## config.mk

```make
export PLATFORM = sky130hd
export DESIGN_NAME = nic_ram
export DESIGN_NICKNAME = d
export VERILOG_FILES = /design/src/hdl/nic_ram.sv
export SDC_FILE = /design/constraint.sdc
export NUM_CORES = 1
export LEC_CHECK = 0
export BUFFER_PORTS_ARGS = -buffer_cell sky130_fd_sc_hd__buf_2
export CORE_MARGIN = 1.5
export CORE_UTILIZATION = 60
export CTS_CLUSTER_DIAMETER = 60
export DETAILED_ROUTE_END_ITERATION = 10
export GPL_ROUTABILITY_DRIVEN = 0
export PLACE_DENSITY = 0.76
export SETUP_SLACK_MARGIN = 0.5
export SKIP_LAST_GASP = 1
export SLEW_MARGIN = 20
export SYNTH_ARGS = -nofsm -noshare
export SYNTH_HDL_FRONTEND = slang
export SYNTH_SLANG_ARGS = --single-unit
```

## constraint.sdc

```tcl
create_clock -name clk_i -period 1.9 [get_ports clk_i]
set_input_delay 0.285 -clock clk_i [delete_from_list [all_inputs] [get_ports clk_i]]
set_output_delay 0.285 -clock clk_i [all_outputs]
set_load 0.005 [all_outputs]
```

## src/hdl/nic_ram.sv

```systemverilog
// Generic single-write, single-read RAM with registered read data.
module nic_ram #(
  parameter int Width = 8,
  parameter int Depth = 16
) (
  input  logic                     clk_i,
  input  logic                     we_i,
  input  logic [$clog2(Depth)-1:0] waddr_i,
  input  logic [Width-1:0]         wdata_i,
  input  logic                     re_i,
  input  logic [$clog2(Depth)-1:0] raddr_i,
  output logic [Width-1:0]         rdata_o
);

  logic [Width-1:0] mem_q [Depth];
  logic [Width-1:0] rdata_q;

  always_ff @(posedge clk_i) begin
    if (we_i) begin
      mem_q[waddr_i] <= wdata_i;
    end
    if (re_i) begin
      rdata_q <= mem_q[raddr_i];
    end
  end

  assign rdata_o = rdata_q;

endmodule

```

Word level (Yosys, flattened, before mapping)
Memories as Yosys holds them, arrays and structs flattened. A register that Yosys moved wholly into a read port is not among the register bits.
Cells that the tools add are included.
{ "op_classes": {"bitwise": 0, "reduce_logical": 0, "n_mux": 2, "multipliers": 0, "n_eq_ne": 0, "order_cmp": 0, "div_mod_pow": 0, "add_sub_neg": 0, "shifts": 0} }
{ "ops": {"columns": ["op", "n"], "rows": [
  ["two-way mux 1 bit", 2]
]} }
{ "word_totals": {"latch_bits": 0, "wordCells": 3, "n_memories": 1, "rom_bits": 0, "in_bits": 19, "out_inout_bits": 8, "ff_bits": 0, "ramBits": 128} }
{ "memory_table": {"columns": ["memory", "depth", "width", "read_ports", "rd_ports_with_merged_regs", "wr", "line_no", "rtl"], "rows": [
  ["mem_q", 16, 8, 1, 1, 1, "15", "logic [Width-1:0] mem_q [Depth];"]
]} }

Longest topological paths before layout
{ "depth": {"depth_word": 2, "mapped_depth": 5} }

Least setup slack after synthesis
Ideal clock, no wire load.
{ "synth_timing": {"path_type": "input -> register", "from": "input port waddr_i[2]", "to": "memory mem_q[0][0], enable pin", "arrival_time_ns": 1.395, "required_time_ns": 1.517, "setup_time_ns": 0.383, "path_buffers": 0, "stages": 2, "setup_slack_ns": 0.122, "path_cell_list": "or3b_2 nor3_1"} }
{ "synth_lines": {"columns": ["item", "line_no", "rtl"], "rows": [
  ["start, declared", "8", "input logic [$clog2(Depth)-1:0] waddr_i,"],
  ["end, declared", "15", null]
]} }
No word-level cell before the write port.

==> impl_metrics.ini <==
[outcome]
status = completed

[drt]
wire_per_inst_um = 23.4
antenna_left = 0
drc = 0
routed_wl_mm = 9.49
drt-initial-drc-count = 219
via_per_inst = 6.13
drtPass1Iterations = 4
vias = 2481

[setup_path]
cp-start-kind = register
arrival_ns = 1.68
critPathRequiredTime_ns = 2.16
end_kind = register
critical_path_class = register to register
path_max_fanout = 1

[die]
die_w_um = 96.3
io_pins = 27
dieArea_sq_mm = 0.00928
die_y_um = 96.3
core_sq_mm = 0.00834
num_rows = 33
initial_core_util_pct = 62.7

[global_routing]
grt_first_pass_wirelength_mm = 14.6
grt_usage_pct = 23.8
grt-ovfl-total = 0
grt_pass1_vias = 2587
grt_max_degree = 18
antenna_found_initial = 0

[synth]
synth_area_sq_mm = 0.00523
ys_ff_latch = 136
ys_seq_area_share_pct = 78.1
avgSynthCellArea_sq_um = 22.8
synthDistinctLibCells = 18
synth_warnings = 0
syn_nets = 248
netlist_instances = 229

[sta]
layout_min_cycle_time_ns = 1.42
hold_viol = 0
tightest_slew_ns = 0.490
setup_viol = 0
rsz0062_at_grt = true
fmaxAchievable_mhz = 704
finClkSkew_ns = 0.00395
final.setup.tns_ns = 0
slew_headroom_pct = 67.3
fin_crit_sh_pct = 74.8
slew_viol_final = 0

[place]
dp_hpwl_mm = 6.06
portBuffers = 26
place_area_sq_mm = 0.00561
place_inst = 373

[cells_and_area]
drive_gt1_share_pct = 40.7
area_growth_pct = 18.9
antenna_cells = 0
fin_cells = 405
final_common_cell = edfxtp_1
fin_nets = 306
postLayoutCoreUtil_pct = 74.5
final_cell_mix = 136 x edfxtp_1, 32 x mux4_2, 26 x buf_2, 19 x buf_4, 16 x clkbuf_16
final_cell_area_sq_mm = 0.00622
fillCellCount = 457

[flow_run]
maxCapViolations = 0

[clocking]
numCtsBuffers = 17
cts_sinks = 136
cts_root_buf = clkbuf_8
clk_pin_slew_worst_paths_ns = 0.06
htree_levels = 4
ctsLongestPathBuffers = 2
clock_latency_ns = 0.51
tritoncts = yes
postCtsSetupBuffers = 0

[hold_path]
hold_class = primary input to register

[power_and_ir_drop]
p_leak_uw = 0.00207
cellPowerDensity_mw_per_mm2 = 1110
ir_drop_uv = 908
total_power_uw = 6890
power by group:
group,switching [uW],leakage (uW),internal (uW),total [uW]
sequential,18.2,0.00124,3380,3400
clock,1180,0.000273,1970,3150
combinational,186,0.000564,153,339
worst paths after layout:
check          startpoint     endpoint  slack, ns  cells past startpoint
max          mem_q[11][7]   rdata_o[7]       0.48                      3
max reg2reg  mem_q[11][7]   rdata_o[7]       0.48                      3
min reg2reg  mem_q[15][1]   rdata_o[1]       0.75                      3
min            wdata_i[4]  mem_q[4][4]       0.15                      1
sequential cells by signal, indices dropped and copies added, names as in the netlist:
name     count
mem_q      128
rdata_o      8
final cells by class:
type | instances | area [sq um] | share of cell area (%)
clock inverters | 15 | 159 | 2.56
clock buffers | 17 | 414 | 6.66
multi-input cells | 83 | 1080 | 17.3
flip-flops and latches | 136 | 4080 | 65.7
well taps | 105 | 131 | 2.11
repair buffers | 49 | 353 | 5.68
logic make-up (layout without fill, tap and decap cells):
| family | after synthesis | count (layout) | share of synthesized area, % |
|---|---|---|---|
| AND/OR/NAND/NOR | 35 | 35 | 3.14 |
| multiplexers | 32 | 32 | 14.8 |
| flip-flops | 136 | 136 | 78.1 |
| AO/OA/AOI/OAI | 16 | 16 | 2.30 |
| buffers and inverters | 10 | 81 | 1.65 |
metrics by stage:
stage | setup WS [ns] | hold WS (ns)
2_1_floorplan | 0.415 | 0.384
3_3_place_gp | 0.0903 | 0.663
3_5_place_dp | 0.0707 | 0.678
4_1_cts | 0.464 | 0.130
5_1_grt | 0.413 | 0.139
6_report | 0.479 | 0.149
worst max-delay path, cell delays in order (launching register included):
cell and delay [ns]:
edfxtp_1 0.38, mux4_2 0.49, a22oi_2 0.22, nand2_1 0.08
timing repair:
| action | CTS | global route |
|---|---|---|
| endpoints found under the hold margin | 0 | 0 |
| hold buffers | 0 | 0 |
| resized for setup | 9 | 0 |
| cloned | 0 | 0 |
| endpoints found under the setup margin | 8 | 9 |
routing by layer:
metal | GRT usage (%) | up-vias | wire length [um]
met5 | 0 | - | 0
met4 | 10.6 | 0 | 211
met3 | 6.48 | 20 | 589
met2 | 36.4 | 94 | 4720
met1 | 32.5 | 1285 | 3970
li1 | - | 1082 | -
cells in the mapped netlist:
library cell | number | share of area (%)
clkdlybuf4s25_2 | 3 | 0.57
buf_6 | 3 | 0.65
a22oi_1 | 16 | 2.3
buf_2 | 3 | 0.29
mux4_2 | 18 | 7.8
nor3_1 | 4 | 0.38
or3b_2 | 1 | 0.17
nand2b_1 | 2 | 0.24
nand3b_1 | 2 | 0.29
buf_4 | 1 | 0.14
mux4_1 | 14 | 7.0
nand3_1 | 1 | 0.096
nand2_1 | 9 | 0.65
nor2b_1 | 1 | 0.12
and2b_1 | 1 | 0.14
edfxtp_1 | 136 | 78
and2_1 | 1 | 0.12
nor2_1 | 13 | 0.93
Power figures use the tool's default switching activity.
